==> src/rtl/casc_pkg.sv <==
`timescale 1ns / 1ps

package casc_pkg;

	localparam int unsigned CfgIdxW  = 3;
	localparam int unsigned CfgDataW = 16;

	localparam logic [CfgIdxW-1:0] REG_DEBOUNCE   = 3'd0;
	localparam logic [CfgIdxW-1:0] REG_SHORT      = 3'd1;
	localparam logic [CfgIdxW-1:0] REG_LONG       = 3'd2;
	localparam logic [CfgIdxW-1:0] REG_MENU_LOW   = 3'd3;
	localparam logic [CfgIdxW-1:0] REG_MENU_HIGH  = 3'd4;
	localparam logic [CfgIdxW-1:0] REG_DIRECTION  = 3'd5;

	localparam logic [2:0] MODE_RUN   = 3'd0;
	localparam logic [2:0] MODE_MENU  = 3'd1;
	localparam logic [2:0] MODE_DATE  = 3'd2;
	localparam logic [2:0] MODE_TIME  = 3'd3;
	localparam logic [2:0] MODE_ALARM = 3'd4;

	localparam logic [2:0] CMD_NONE        = 3'd0;
	localparam logic [2:0] CMD_SAVE_DATE   = 3'd1;
	localparam logic [2:0] CMD_SAVE_TIME   = 3'd2;
	localparam logic [2:0] CMD_SET_ALARM   = 3'd3;
	localparam logic [2:0] CMD_CLEAR_ALARM = 3'd4;

	localparam logic [1:0] PICK_DATE  = 2'd0;
	localparam logic [1:0] PICK_TIME  = 2'd1;
	localparam logic [1:0] PICK_ALARM = 2'd2;

	localparam logic [15:0] DEBOUNCE_RST  = 16'd200;
	localparam logic [15:0] SHORT_RST     = 16'd2000;
	localparam logic [15:0] LONG_RST      = 16'd4000;
	localparam logic [9:0]  MENU_LOW_RST  = 10'd341;
	localparam logic [9:0]  MENU_HIGH_RST = 10'd683;
	localparam logic [9:0]  DIR_RST       = 10'd512;

	localparam logic [6:0] DAY_LO    = 7'd1;
	localparam logic [6:0] DAY_HI    = 7'd31;
	localparam logic [6:0] MONTH_LO  = 7'd1;
	localparam logic [6:0] MONTH_HI  = 7'd12;
	localparam logic [6:0] MINUTE_LO = 7'd0;
	localparam logic [6:0] MINUTE_HI = 7'd59;
	localparam logic [6:0] HOUR_LO   = 7'd0;
	localparam logic [6:0] HOUR_HI   = 7'd23;

	typedef struct packed {
		logic [15:0] debounce_ms;
		logic [15:0] short_press_ms;
		logic [15:0] long_press_ms;
		logic [9:0]  menu_low_threshold;
		logic [9:0]  menu_high_threshold;
		logic [9:0]  direction_threshold;
	} cfg_t;

	typedef struct packed {
		logic [31:0] now_ms;
		logic        black_pressed;
		logic        yellow_pressed;
		logic [9:0]  knob_value;
		logic [15:0] clock_year;
		logic [3:0]  clock_month;
		logic [4:0]  clock_day;
		logic [4:0]  clock_hour;
		logic [5:0]  clock_minute;
	} item_t;

	typedef struct packed {
		logic [2:0]  mode_now;
		logic [1:0]  choice;
		logic [15:0] edit_year;
		logic [3:0]  edit_month;
		logic [4:0]  edit_day;
		logic [4:0]  edit_hour;
		logic [5:0]  edit_minute;
		logic [4:0]  alarm_hour;
		logic [5:0]  alarm_minute;
		logic [2:0]  command;
	} res_t;

	function automatic logic [6:0] step_wrap(input logic [6:0] v, input logic up,
			input logic [6:0] lo, input logic [6:0] hi);
		logic [7:0] x;
		logic       under;
		begin
			x = up ? ({1'b0, v} + 8'd1) : ({1'b0, v} - 8'd1);
			under = up ? (x < {1'b0, lo}) : (v <= lo);
			if (under) begin
				step_wrap = hi;
			end else if (x > {1'b0, hi}) begin
				step_wrap = lo;
			end else begin
				step_wrap = x[6:0];
			end
		end
	endfunction

endpackage

==> src/rtl/casc_cfg.sv <==
`timescale 1ns / 1ps

module casc_cfg (
	input  logic                          clk,
	input  logic                          arst_n,
	input  logic                          cfg_we,
	input  logic [casc_pkg::CfgIdxW-1:0]  cfg_index,
	input  logic [casc_pkg::CfgDataW-1:0] cfg_data,
	output casc_pkg::cfg_t                cfg
);
	import casc_pkg::*;

	cfg_t cfg_q;

	always_ff @(posedge clk or negedge arst_n) begin
		if (!arst_n) begin
			cfg_q.debounce_ms         <= DEBOUNCE_RST;
			cfg_q.short_press_ms      <= SHORT_RST;
			cfg_q.long_press_ms       <= LONG_RST;
			cfg_q.menu_low_threshold  <= MENU_LOW_RST;
			cfg_q.menu_high_threshold <= MENU_HIGH_RST;
			cfg_q.direction_threshold <= DIR_RST;
		end else if (cfg_we) begin
			unique case (cfg_index)
				REG_DEBOUNCE:  cfg_q.debounce_ms         <= cfg_data;
				REG_SHORT:     cfg_q.short_press_ms      <= cfg_data;
				REG_LONG:      cfg_q.long_press_ms       <= cfg_data;
				REG_MENU_LOW:  cfg_q.menu_low_threshold  <= cfg_data[9:0];
				REG_MENU_HIGH: cfg_q.menu_high_threshold <= cfg_data[9:0];
				REG_DIRECTION: cfg_q.direction_threshold <= cfg_data[9:0];
				default: ;
			endcase
		end
	end

	assign cfg = cfg_q;

endmodule

==> src/rtl/casc_core.sv <==
`timescale 1ns / 1ps

module casc_core (
	input  logic            clk,
	input  logic            arst_n,
	input  logic            adv,
	input  casc_pkg::item_t item,
	input  casc_pkg::cfg_t  cfg,
	output casc_pkg::res_t  res
);
	import casc_pkg::*;

	logic [2:0]  mode_q, n_mode;
	logic        bprev_q, n_bprev;
	logic        yprev_q, n_yprev;
	logic [31:0] last_q, n_last;
	logic [31:0] ystart_q, n_ystart;
	logic [15:0] year_q, n_year;
	logic [3:0]  month_q, n_month;
	logic [4:0]  day_q, n_day;
	logic [4:0]  hour_q, n_hour;
	logic [5:0]  minute_q, n_minute;
	logic [4:0]  ahour_q, n_ahour;
	logic [5:0]  amin_q, n_amin;

	logic        up, press;
	logic [31:0] gap, held;
	logic [1:0]  pick;
	logic [2:0]  cmd;
	logic [6:0]  day_step, month_step, minute_step, hour_step, amin_step, ahour_step;

	assign up    = item.knob_value > cfg.direction_threshold;
	assign gap   = item.now_ms - last_q;
	assign held  = item.now_ms - ystart_q;
	assign press = item.black_pressed && !bprev_q && (gap > {16'd0, cfg.debounce_ms});
	assign pick  = (item.knob_value < cfg.menu_low_threshold)  ? PICK_DATE :
	               (item.knob_value < cfg.menu_high_threshold) ? PICK_TIME : PICK_ALARM;

	assign day_step    = step_wrap({2'd0, day_q}, up, DAY_LO, DAY_HI);
	assign month_step  = step_wrap({3'd0, month_q}, up, MONTH_LO, MONTH_HI);
	assign minute_step = step_wrap({1'd0, minute_q}, up, MINUTE_LO, MINUTE_HI);
	assign hour_step   = step_wrap({2'd0, hour_q}, up, HOUR_LO, HOUR_HI);
	assign amin_step   = step_wrap({1'd0, amin_q}, 1'b1, MINUTE_LO, MINUTE_HI);
	assign ahour_step  = step_wrap({2'd0, ahour_q}, 1'b1, HOUR_LO, HOUR_HI);

	always_comb begin
		n_mode   = mode_q;
		n_bprev  = item.black_pressed;
		n_yprev  = yprev_q;
		n_last   = last_q;
		n_ystart = ystart_q;
		n_year   = year_q;
		n_month  = month_q;
		n_day    = day_q;
		n_hour   = hour_q;
		n_minute = minute_q;
		n_ahour  = ahour_q;
		n_amin   = amin_q;
		cmd      = CMD_NONE;
		case (mode_q) inside
			MODE_DATE, MODE_TIME, MODE_ALARM: begin
				if (item.yellow_pressed && !yprev_q) begin
					n_ystart = item.now_ms;
				end
				if (!item.yellow_pressed && yprev_q) begin
					if (mode_q == MODE_DATE) begin
						if (held < {16'd0, cfg.short_press_ms}) begin
							n_day = day_step[4:0];
						end else if (held < {16'd0, cfg.long_press_ms}) begin
							n_month = month_step[3:0];
						end else begin
							n_year = up ? (year_q + 16'd1) : (year_q - 16'd1);
						end
					end else if (mode_q == MODE_TIME) begin
						if (held < {16'd0, cfg.short_press_ms}) begin
							n_minute = minute_step[5:0];
						end else begin
							n_hour = hour_step[4:0];
						end
					end else begin
						if (held < {16'd0, cfg.short_press_ms}) begin
							n_amin = amin_step[5:0];
						end else begin
							n_ahour = ahour_step[4:0];
						end
					end
				end
				n_yprev = item.yellow_pressed;
				if (press) begin
					cmd    = (mode_q == MODE_DATE) ? CMD_SAVE_DATE :
					         (mode_q == MODE_TIME) ? CMD_SAVE_TIME :
					         (up ? CMD_SET_ALARM : CMD_CLEAR_ALARM);
					n_last = item.now_ms;
					n_mode = MODE_RUN;
				end
			end
			MODE_MENU: begin
				if (press) begin
					case (pick)
						PICK_DATE: begin
							n_year  = item.clock_year;
							n_month = item.clock_month;
							n_day   = item.clock_day;
							n_mode  = MODE_DATE;
						end
						PICK_TIME: begin
							n_hour   = item.clock_hour;
							n_minute = item.clock_minute;
							n_mode   = MODE_TIME;
						end
						default: begin
							n_ahour = item.clock_hour;
							n_amin  = item.clock_minute;
							n_mode  = MODE_ALARM;
						end
					endcase
					n_last = item.now_ms;
				end
			end
			default: begin
				if (press) begin
					n_mode = MODE_MENU;
					n_last = item.now_ms;
				end
			end
		endcase
	end

	always_comb begin
		res.mode_now     = n_mode;
		res.choice       = 2'd0;
		if (n_mode == MODE_MENU) begin
			res.choice = pick;
		end else if (n_mode == MODE_DATE || n_mode == MODE_TIME || n_mode == MODE_ALARM) begin
			res.choice = {1'b0, up};
		end
		res.edit_year    = n_year;
		res.edit_month   = n_month;
		res.edit_day     = n_day;
		res.edit_hour    = n_hour;
		res.edit_minute  = n_minute;
		res.alarm_hour   = n_ahour;
		res.alarm_minute = n_amin;
		res.command      = cmd;
	end

	always_ff @(posedge clk or negedge arst_n) begin
		if (!arst_n) begin
			mode_q   <= MODE_RUN;
			bprev_q  <= 1'b0;
			yprev_q  <= 1'b0;
			last_q   <= 32'd0;
			ystart_q <= 32'd0;
			year_q   <= 16'd0;
			month_q  <= 4'd0;
			day_q    <= 5'd0;
			hour_q   <= 5'd0;
			minute_q <= 6'd0;
			ahour_q  <= 5'd0;
			amin_q   <= 6'd0;
		end else if (adv) begin
			mode_q   <= n_mode;
			bprev_q  <= n_bprev;
			yprev_q  <= n_yprev;
			last_q   <= n_last;
			ystart_q <= n_ystart;
			year_q   <= n_year;
			month_q  <= n_month;
			day_q    <= n_day;
			hour_q   <= n_hour;
			minute_q <= n_minute;
			ahour_q  <= n_ahour;
			amin_q   <= n_amin;
		end
	end

endmodule

==> src/rtl/clock_alarm_setting_controller.sv <==
`timescale 1ns / 1ps

// A tick is held in the input register; the core's result for it goes into the result register.
// Throughput: one tick per clock cycle; a stalled result holds the result register, and the
// input register takes one more tick before in_ready drops.
// Reset (arst_n low, asynchronous): run mode, edit values zero, buttons released,
// configuration back to its default values, both stages empty.

module clock_alarm_setting_controller (
	input  logic                          clk,
	input  logic                          arst_n,
	input  logic                          cfg_we,
	input  logic [casc_pkg::CfgIdxW-1:0]  cfg_index,
	input  logic [casc_pkg::CfgDataW-1:0] cfg_data,
	input  logic                          in_valid,
	output logic                          in_ready,
	input  logic [31:0]                   now_ms,
	input  logic                          black_pressed,
	input  logic                          yellow_pressed,
	input  logic [9:0]                    knob_value,
	input  logic [15:0]                   clock_year,
	input  logic [3:0]                    clock_month,
	input  logic [4:0]                    clock_day,
	input  logic [4:0]                    clock_hour,
	input  logic [5:0]                    clock_minute,
	output logic                          out_valid,
	input  logic                          out_ready,
	output logic [2:0]                    mode_now,
	output logic [1:0]                    choice,
	output logic [15:0]                   edit_year,
	output logic [3:0]                    edit_month,
	output logic [4:0]                    edit_day,
	output logic [4:0]                    edit_hour,
	output logic [5:0]                    edit_minute,
	output logic [4:0]                    alarm_hour,
	output logic [5:0]                    alarm_minute,
	output logic [2:0]                    command
);
	import casc_pkg::*;

	cfg_t  cfg;
	item_t item_s1;
	logic  valid_s1;
	res_t  res, res_s2;
	logic  valid_s2;
	logic  adv;

	casc_cfg u_cfg (
		.clk       (clk),
		.arst_n    (arst_n),
		.cfg_we    (cfg_we),
		.cfg_index (cfg_index),
		.cfg_data  (cfg_data),
		.cfg       (cfg)
	);

	assign adv      = valid_s1 && (!valid_s2 || out_ready);
	assign in_ready = !valid_s1 || adv;

	always_ff @(posedge clk or negedge arst_n) begin
		if (!arst_n) begin
			valid_s1 <= 1'b0;
		end else if (in_valid && in_ready) begin
			valid_s1 <= 1'b1;
		end else if (adv) begin
			valid_s1 <= 1'b0;
		end
	end

	always_ff @(posedge clk) begin
		if (in_valid && in_ready) begin
			item_s1 <= '{now_ms, black_pressed, yellow_pressed, knob_value, clock_year,
			             clock_month, clock_day, clock_hour, clock_minute};
		end
	end

	casc_core u_core (
		.clk    (clk),
		.arst_n (arst_n),
		.adv    (adv),
		.item   (item_s1),
		.cfg    (cfg),
		.res    (res)
	);

	always_ff @(posedge clk or negedge arst_n) begin
		if (!arst_n) begin
			valid_s2 <= 1'b0;
		end else if (adv) begin
			valid_s2 <= 1'b1;
		end else if (out_ready) begin
			valid_s2 <= 1'b0;
		end
	end

	always_ff @(posedge clk) begin
		if (adv) begin
			res_s2 <= res;
		end
	end

	assign out_valid    = valid_s2;
	assign mode_now     = res_s2.mode_now;
	assign choice       = res_s2.choice;
	assign edit_year    = res_s2.edit_year;
	assign edit_month   = res_s2.edit_month;
	assign edit_day     = res_s2.edit_day;
	assign edit_hour    = res_s2.edit_hour;
	assign edit_minute  = res_s2.edit_minute;
	assign alarm_hour   = res_s2.alarm_hour;
	assign alarm_minute = res_s2.alarm_minute;
	assign command      = res_s2.command;

	a_cmd_in_run: assert property (@(posedge clk) disable iff (!arst_n)
		out_valid && command != CMD_NONE |-> mode_now == MODE_RUN)
		else $error("command issued outside run mode");

	a_run_choice: assert property (@(posedge clk) disable iff (!arst_n)
		out_valid && mode_now == MODE_RUN |-> choice == 2'd0)
		else $error("choice nonzero in run mode");

	a_stall_hold: assert property (@(posedge clk) disable iff (!arst_n)
		valid_s1 && !adv |=> valid_s1 && $stable(item_s1))
		else $error("input stage lost a stalled tick");

	a_ready_free: assert property (@(posedge clk) disable iff (!arst_n)
		!valid_s2 |-> in_ready)
		else $error("input stalled with empty result stage");

endmodule
==> config.mk <==
export PLATFORM = sky130hd
export DESIGN_NAME = clock_alarm_setting_controller
export DESIGN_NICKNAME = d
export VERILOG_FILES = /design/src/rtl/casc_pkg.sv /design/src/rtl/casc_cfg.sv /design/src/rtl/casc_core.sv /design/src/rtl/clock_alarm_setting_controller.sv
export SDC_FILE = /design/constraint.sdc
export NUM_CORES = 1
export LEC_CHECK = 0
export BUFFER_PORTS_ARGS = -buffer_cell sky130_fd_sc_hd__buf_2
export CAP_MARGIN = 20
export CORE_MARGIN = 5
export CORE_UTILIZATION = 50
export CTS_CLUSTER_SIZE = 8
export DETAILED_ROUTE_END_ITERATION = 12
export PLACE_DENSITY = 0.77
export SYNTH_ARGS = -nofsm -noshare
export SYNTH_HDL_FRONTEND = slang
export SYNTH_SLANG_ARGS = --single-unit
==> constraint.sdc <==
create_clock -name clk -period 7.6 [get_ports clk]
set_input_delay 1.52 -clock clk [delete_from_list [all_inputs] [get_ports clk]]
set_output_delay 1.52 -clock clk [all_outputs]
set_load 0.01 [all_outputs]
## After elaboration in Yosys (flattened, before gate mapping)

Cells that the tools add are included.

| operators by class | value |
|---|---|
| $add $sub $neg | 14 |
| multiply operators | 0 |
| divide/modulo/power cells | 0 |
| $lt $le $gt $ge | 22 |
| eq/ne operators | 14 |
| shift-type cells | 0 |
| muxes and demuxes | 93 |
| bitwise operators | 2 |
| reductions and logical operators | 33 |

Operator list:

| cell | number |
|---|---|
| $mux W5 | 29 |
| $mux W16 | 9 |
| $mux W6 | 20 |
| $lt A32 B16 Y1 | 2 |
| $sub A32 B32 Y32 | 2 |
| $mux W4 | 10 |
| $gt A32 B16 Y1 | 1 |
| $lt A8 B1 Y1 const B | 4 |
| $mux W8 | 4 |
| $lt A10 B10 Y1 | 2 |
| $add A5 B1 Y6 const B | 3 |
| $eq A3 B2 Y1 const B | 6 |
| $mux W3 | 6 |
| $reduce_and A2 Y1 | 9 |
| $add A16 B1 Y16 const B | 1 |
| $gt A8 B5 Y1 const B | 2 |
| $sub A16 B1 Y16 const B | 1 |
| $add A6 B1 Y7 const B | 2 |
| $eq A3 B3 Y1 const B | 4 |
| $sub A5 B1 Y6 const B | 2 |
| $gt A10 B10 Y1 | 1 |
| $le A5 B1 Y1 const B | 2 |
| $mux W1 | 10 |
| $eq A3 B1 Y1 const B | 3 |
| 25 further kinds | 43 |

| word-level totals | value |
|---|---|
| register bits after elaboration | 331 |
| bits in latches | 0 |
| bits in writable memories | 0 |
| ROM bits | 0 |
| bits of input ports | 104 |
| memories kept | 0 |

## Depth between registers and ports, before layout

Gate-level depths: netlist of run 1.

| logic depth | value |
|---|---|
| depth in word-level cells | 13 |
| gate-level depth with buffers | 26 |
| mapped depth without buffers | 24 |

## By module

From an unflattened synthesis of run 1, not the netlist that was laid out.

| second synthesis, totals | value |
|---|---|
| cells, all modules | 2089 |
| area total of the unflattened synthesis | 20943.8 um2 |

By module, submodules not included:

| module | instances | cells each | area an instance (um2) |
|---|---|---|---|
| casc_core | 1 | 1776 | 13764.5 |
| clock_alarm_setting_controller | 1 | 143 | 4157.7 |
| casc_cfg | 1 | 170 | 3021.6 |

## Worst setup path after synthesis of run 1

OpenSTA, ideal clock, no wires.

| path | value |
|---|---|
| kind | reg-to-reg |
| start | register u_cfg.cfg_q, in the netlist u_cfg.cfg[9] |
| end | register res_s2, in the netlist edit_year[14] (data pin) |
| arrival | 5618 ps |
| required time | 7340 ps |
| path slack | 1722 ps |
| cell stages (with the launch flop) | 25 |
| buffers on the path | 3 |
| clock period less this slack | 5878 ps |
| cell sequence | dfstp_2 inv_1 ha_1 nand4_1 nor3_1 a221oi_1 a21boi_1 clkbuf_1 buf_1 clkbuf_1 inv_1 fa_1 a21o_1 a21o_1 a21o_1 a21o_1 a21oi_1 o21ai_0 or4_1 nand4_1 nand2b_1 a21oi_1 xor2_1 o2bb2ai_1 a21oi_1 |

RTL lines:

| what | RTL line | text |
|---|---|---|
| start, declared | casc_cfg.sv:13 | `cfg_t cfg_q;` |
| end signal, assigned | clock_alarm_setting_controller.sv:98 | `res_s2 <= res;` |
| end, declared | clock_alarm_setting_controller.sv:44 | `res_t res, res_s2;` |

==> metrics, run 1 <==
post-route DRC violation count 0; Post-Syn Area 20300 sq um; Post-DP HPWL 36.9 mm; IO Count 161; r2r setup slk 1120 ps; vias in the first global route 16000; Final Net Count 2437; Post-synth ARST share 59.2%; CTS buffer count 47; RSZ-0062 raised after global routing false; Post-synth top flop dfrtp_1; placed cells 2640; VDD IR-drop max 0.000208 V; root buffer cell clkbuf_16; Rows 73; worst hold-check path type reg -> reg; Clock Tree Buf Depth 3; period utilization 85.3%; Setup Viol. Count Final 0; Ys Warns 0; Arr. time, crit path 6800 ps; Unique masters post-synth 94; Via Count 16000; Slew Viols, Final 0; core area 39900 sq um; GR Util All Layers 22.5%; final cell count without fillers 2728; Startpoint Class flip-flop; initial antenna violation count 0; sequential share of the synthesized area 44.3%; CTS sink count 331; Initial Util 50.9%; TritonRoute pass-1 iters 5; DRT Wirelength 51.2 mm; post-synth top area cell dfrtp_1; ant diodes 0; share of cells above drive strength 1 17.9%; CTS clk-pin slew, worst paths 50 ps; H-tree depth 2; Setup TNS 0 ps; post-synth top area share 20.8%; Cells after Synth 2016; synthesis-to-layout area growth 13.4%; Vias per Instance 5.87; CTS tree yes; Worst Clk Skew 25.3 ps; filler cell count 3393; Period minus WS final 6480 ps; Area contributors post-synth dfrtp_1 21%, edfxtp_1 20%, ha_1 10%; initial drt markers 1120; top-count cell post-synth inv_1; post-place setup slack 1180 ps; placer's final routability congestion estimate 0.902; total grt overflow 0; Die Span Y 212 microns; WP data required 7920 ps; die width 212 microns; leakage power 10.2 nW; Hold Violations, Final 0; status finished, final reports clean; Power Density 393 nW/um^2; Worst Max-Slew Pin Slew 984 ps; Yosys reg bits 331; Hold Buf Count CTS 0; smallest setup slack after layout 1120 ps; I/O Buffers 160; routed len/inst 18.8 microns; Mapped Nets 2288; clk_lat worst skew 570 ps; fmax 154 MHz; number of synthesized flops with an enable pin 135; Resize count post-CTS 0; slew margin rel. 34.4%; ANT nets after route 0; CP Capture Type flip-flop; worst-path maximum fanout 16; Crit Path Class reg -> reg; max-cap violation count 0; share of the core filled with cells 57.7%; first-pass GRT wire length 82.4 mm; area of the die 44700 sq um; largest net degree at the start of global routing 79; Post-CTS Setup Inserts 0; Syn Area/Cell 10.1 sq um; Synth top cells by count 189 x inv_1, 181 x nand2_1, 169 x dfrtp_1, 165 x ha_1, 145 x a21oi_1
==> metal layers <==
metal | up-vias | global-route usage (%) | part of all wire, % | wire length [microns]
met3 | 111 | 3.07 | 5.1 | 2630
met4 | 0 | 8.37 | 3.3 | 1700
met2 | 488 | 38.1 | 49 | 25000
met1 | 7748 | 29.5 | 43 | 21900
li1 | 7665 | - | - | -
met5 | - | 0 | 0 | 0
==> flip-flops by register name (all words and copies together), names as in the netlist, 2 cells and up <==
signal / cells
u_core.day_q: 5
u_cfg.cfg: 78
u_core.amin_q: 6
u_core.ystart_q: 32
edit_year: 16
mode_now: 3
choice: 2
u_core.ahour_q: 5
item_s1: 80
edit_hour: 5
edit_day: 5
command: 3
alarm_hour: 5
u_core.last_q: 32
u_core.mode_q: 3
u_core.year_q: 16
u_core.minute_q: 6
u_core.hour_q: 5
edit_month: 4
u_core.month_q: 4
edit_minute: 6
alarm_minute: 6
==> worst paths after layout <==
| path | from | to | cells past startpoint |
|---|---|---|---|
| min in group asynchronous | arst_n | u_cfg.cfg[23] | 1 |
| min | u_core.ystart_q[1] | u_core.ystart_q[1] | 2 |
| max | item_s1[48] | edit_hour[4] | 24 |
| min reg2reg | u_core.ystart_q[1] | u_core.ystart_q[1] | 2 |
| max reg2reg | item_s1[48] | edit_hour[4] | 24 |
| max in group asynchronous | arst_n | u_core.year_q[5] | 2 |
==> critical path: stages, from the launching register on <==
cell and delay, ps:
edfxtp_1 320, inv_1 70, ha_1 240, fa_1 400
nand2b_1 190, a21oi_1 250, o21ai_0 180, o211ai_1 180
a31oi_1 150, xnor2_1 190, ha_1 290, a21oi_1 160
nand2_1 70, a21o_1 180, a2111oi_0 360, a21oi_1 130
nor4_1 260, nand4_1 120, a2111oi_0 340, nand4_1 230
o311ai_4 570, buf_4 290, or3_1 530, nand2_1 220
o221a_2 290
==> cell families after synthesis <==
| family | count (synthesis) | synth area share, % |
|---|---|---|
| mux | 112 | 6.08 |
| simple gates | 493 | 12.0 |
| compound gates | 582 | 19.3 |
| fa+ha+maj | 168 | 10.5 |
| xor+xnor | 62 | 2.67 |
| buf+inv | 268 | 5.14 |
| flops | 331 | 44.3 |
==> layout make-up <==
| type | instances | area [sq um] | area share [%] |
|---|---|---|---|
| clock buffers | 84 | 1340 | 5.81 |
| multi-input cells | 1417 | 10300 | 44.8 |
| flip-flops and latches | 331 | 8990 | 39.1 |
| well taps | 525 | 657 | 2.85 |
| clock inverters | 3 | 30.0 | 0.130 |
| repair buffers | 179 | 972 | 4.22 |
| inverters | 189 | 711 | 3.09 |
==> per-stage QoR <==
stage	total power, W	cell area [sq um]	hold slack [ps]
after floorplan	0.00594	20300	450
after global placement	0.00689	21600	470
after detailed placement	0.00705	21600	481
after CTS	0.00907	23000	494
after global routing	0.00972	23000	510
final	0.00905	23000	490
==> where the power goes <==
part	internal, W	switching, W	total (W)
Clock	0.00118	0.000781	0.00196
Combinational	0.00182	0.00250	0.00432
Sequential	0.00241	0.000369	0.00278
Total	0.00541	0.00365	0.00905
==> placed cells by master (no fill, tap or decap), drive strengths merged, types with 19 or more instances in the layout <==
cell type / synthesis / layout
dfrtp: 169 / 169
o21ai: 133 / 133
xnor2: 31 / 31
inv: 189 / 189
buf: 20 / 178
edfxtp: 135 / 135
mux2: 90 / 90
xor2: 31 / 31
ha: 165 / 165
a22o: 33 / 33
nand2b: 29 / 29
dfstp: 27 / 27
nor2: 82 / 82
mux2i: 22 / 22
nand2: 182 / 182
or3: 19 / 19
o21a: 19 / 19
nor3: 40 / 40
clkbuf: 59 / 85
a211oi: 19 / 19
nand3: 37 / 37
nand4: 26 / 26
a21o: 68 / 68
a21oi: 147 / 147
Power figures use the tool's default switching activity.
==> run 2, diff against run 1 <==
--- a/config.mk
+++ b/config.mk
@@ -7,6 +7,7 @@
 export LEC_CHECK = 0
 export BUFFER_PORTS_ARGS = -buffer_cell sky130_fd_sc_hd__buf_2
 export CAP_MARGIN = 20
+export CORE_ASPECT_RATIO = 0.7
 export CORE_MARGIN = 5
 export CORE_UTILIZATION = 50
 export CTS_CLUSTER_SIZE = 8
==> metrics, run 2 (same netlist as run 1, synthesis figures left out) <==
Biggest register item_s1; core area 39900 sq um (about the same); largest net degree at the start of global routing 161 (+100%); Worst Clk Skew 25.4 ps (+0.115 ps); share of cells above drive strength 1 17.9% (-0.075 points); slew margin rel. 30.4% (-4.0 points); post-route DRC violation count 0 (unchanged); Worst Setup SP item_s1[51]; Resize count post-CTS 0 (unchanged); VDD IR-drop max 0.000203 V (-2.5%); initial antenna violation count 1 (+1); Reg area 8990 sq um (unchanged); Crit Path Class reg -> reg; GR Util All Layers 23.0% (+0.51 points); routed len/inst 19.2 microns (+2.2%); Setup TNS 0 ps (unchanged); Startpoint Class flip-flop; CTS tree yes; Clock Tree Buf Depth 3 (unchanged); WP data required 8030 ps (+110 ps); RSZ-0062 raised after global routing false; worst hold path startpoint valid_s1; Arr. time, crit path 6840 ps (+40 ps); Flop pwr share 30.6% (about the same); Initial Util 50.9% (about the same); Worst Max-Slew Pin Slew 1040 ps (+60.1 ps); Setup Viol. Count Final 0 (unchanged); filler cell count 3367 (-0.77%); total grt overflow 0 (unchanged); Period minus WS final 6400 ps (-77.8 ps); Post-CTS Setup Inserts 0 (unchanged); CTS clk-pin slew, worst paths 50 ps (about the same); max-cap violation count 0 (unchanged); Vias per Instance 5.89 (+0.31%); CTS buffer count 47 (unchanged); worst hold-check path type reg -> reg; ant diodes 0 (unchanged); Internal 0.00541 W (+0.14%); final design area excluding fillers 23000 sq um (about the same); Post-DP Area 21600 sq um (about the same); worst-path maximum fanout 38 (+22); CP Capture Type flip-flop; root buffer cell clkbuf_16; synthesis-to-layout area growth 13.4% (about the same); vias in the first global route 16000 (+0.53%); Hold Buf Count CTS 0 (unchanged); routing usage on met3 4.04% (+0.97 points); Die Span Y 179 microns (-16%); most frequent cells in the layout 188 x inv_1, 181 x nand2_1, 169 x dfrtp_1; die width 251 microns (+19%); Via Count 16100 (+0.60%); Power, Total 0.00910 W (+0.50%); most common cell after layout, fill and taps aside inv_1; clk_lat worst skew 560 ps (about the same); leakage power 10.2 nW (about the same); switching power 0.00369 W (+1.0%); Final Net Count 2435 (-0.082%); Critical R2R Launch item_s1[51]; TritonRoute pass-1 iters 5 (unchanged); DRT Wirelength 52.5 mm (+2.5%); Power Density 395 nW/um^2 (+0.49%); CTS sink count 331 (unchanged); placer's final routability congestion estimate 0.955 (+5.8%); met1 usage 34.5% (+5.0 points); H-tree depth 2 (unchanged); gr busiest metal met1; area of the die 44800 sq um (+0.14%); ANT nets after route 0 (unchanged); Sw Share 40.5% (+0.21 points); Slew Viols, Final 0 (unchanged); logic gate share of total power 47.8% (about the same); Post-DP HPWL 38.2 mm (+3.4%); IO Count 161 (unchanged); met2 usage 34.4% (-3.6 points); first-pass GRT wire length 84.2 mm (+2.2%); Hold Violations, Final 0 (unchanged); status finished, final reports clean; initial drt markers 1291 (+15%); Rows 61 (-16%); fmax 156 MHz (+1.2%); I/O Buffers 160 (unchanged); multi-input combinational cell area 10300 sq um (unchanged); Largest register FFs 80 (unchanged); period utilization 84.3% (-1.0 points); clock share of power 21.6% (about the same)
-- run 2: changes by cell type in the layout (fill, tap and decap cells not counted), sizes merged --
cell,previous run,this run
clkbuf,85,86
buf,178,176
clkinv,3,2
-- run 2: final timing paths --
kind / to / slack [ps] / cells after the start
worst max register to register: u_core.last_q[8] / 1200 / 20
min in group asynchronous: u_cfg.cfg[14] / 900 / 1
worst max-delay path: u_core.last_q[8] / 1200 / 20
worst min-delay path: out_valid / 490 / 1
worst min register to register: out_valid / 490 / 1
max in group asynchronous: u_core.year_q[3] / 5470 / 2
-- run 2: worst max-delay path: stages, from the launching register on --
cell and delay, ps:
edfxtp_1 440, ha_1 420, nand3_1 90, a21oi_1 240, nor3_1 120, or2_2 300
and3_1 190, o31ai_1 290, xor2_1 210, ha_1 270, nand4_1 170, nor3_1 100
a2111oi_0 410, a21oi_1 110, nor4_1 260, nand4_1 150, a2111oi_0 300, nand4_1 200
o311ai_4 620, nand2b_2 940, mux2_2 420
-- run 2: layer usage --
metal | wire length [microns] | vias to the layer above
met3 | 3490 | 95
met5 | 7 | -
li1 | - | 7678
met2 | 22300 | 539
met4 | 1420 | 2
met1 | 25300 | 7794
-- run 2: power groups by stage --
| stage | combinational [W] | clock (W) | sequential (W) |
|---|---|---|---|
| 2_1_floorplan | 0.00326 | 0 | 0.00268 |
| 3_3_place_gp | 0.00414 | 0 | 0.00278 |
| 3_5_place_dp | 0.00427 | 0 | 0.00280 |
| 4_1_cts | 0.00430 | 0.00201 | 0.00277 |
| 5_1_grt | 0.00484 | 0.00209 | 0.00284 |
| 6_report | 0.00435 | 0.00196 | 0.00278 |
-- run 2: through the flow --
stage	hold slack [ps]	setup WS [ps]	util (%)	cells
after floorplan	450	1720	-	2016
after global placement	471	1270	54.2	2648
after detailed placement	476	1240	54.2	2648
after CTS	496	1200	57.6	2735
after global routing	510	509	57.7	2736
final	486	1200	57.7	2736
-- run 2: layout make-up --
type	count	area share (%)
well taps	535	2.91
flip-flops and latches	331	39.1
inverters	189	3.09
repair buffers	177	4.14
clock inverters	2	0.109
clock buffers	85	5.87
multi-input cells	1417	44.8
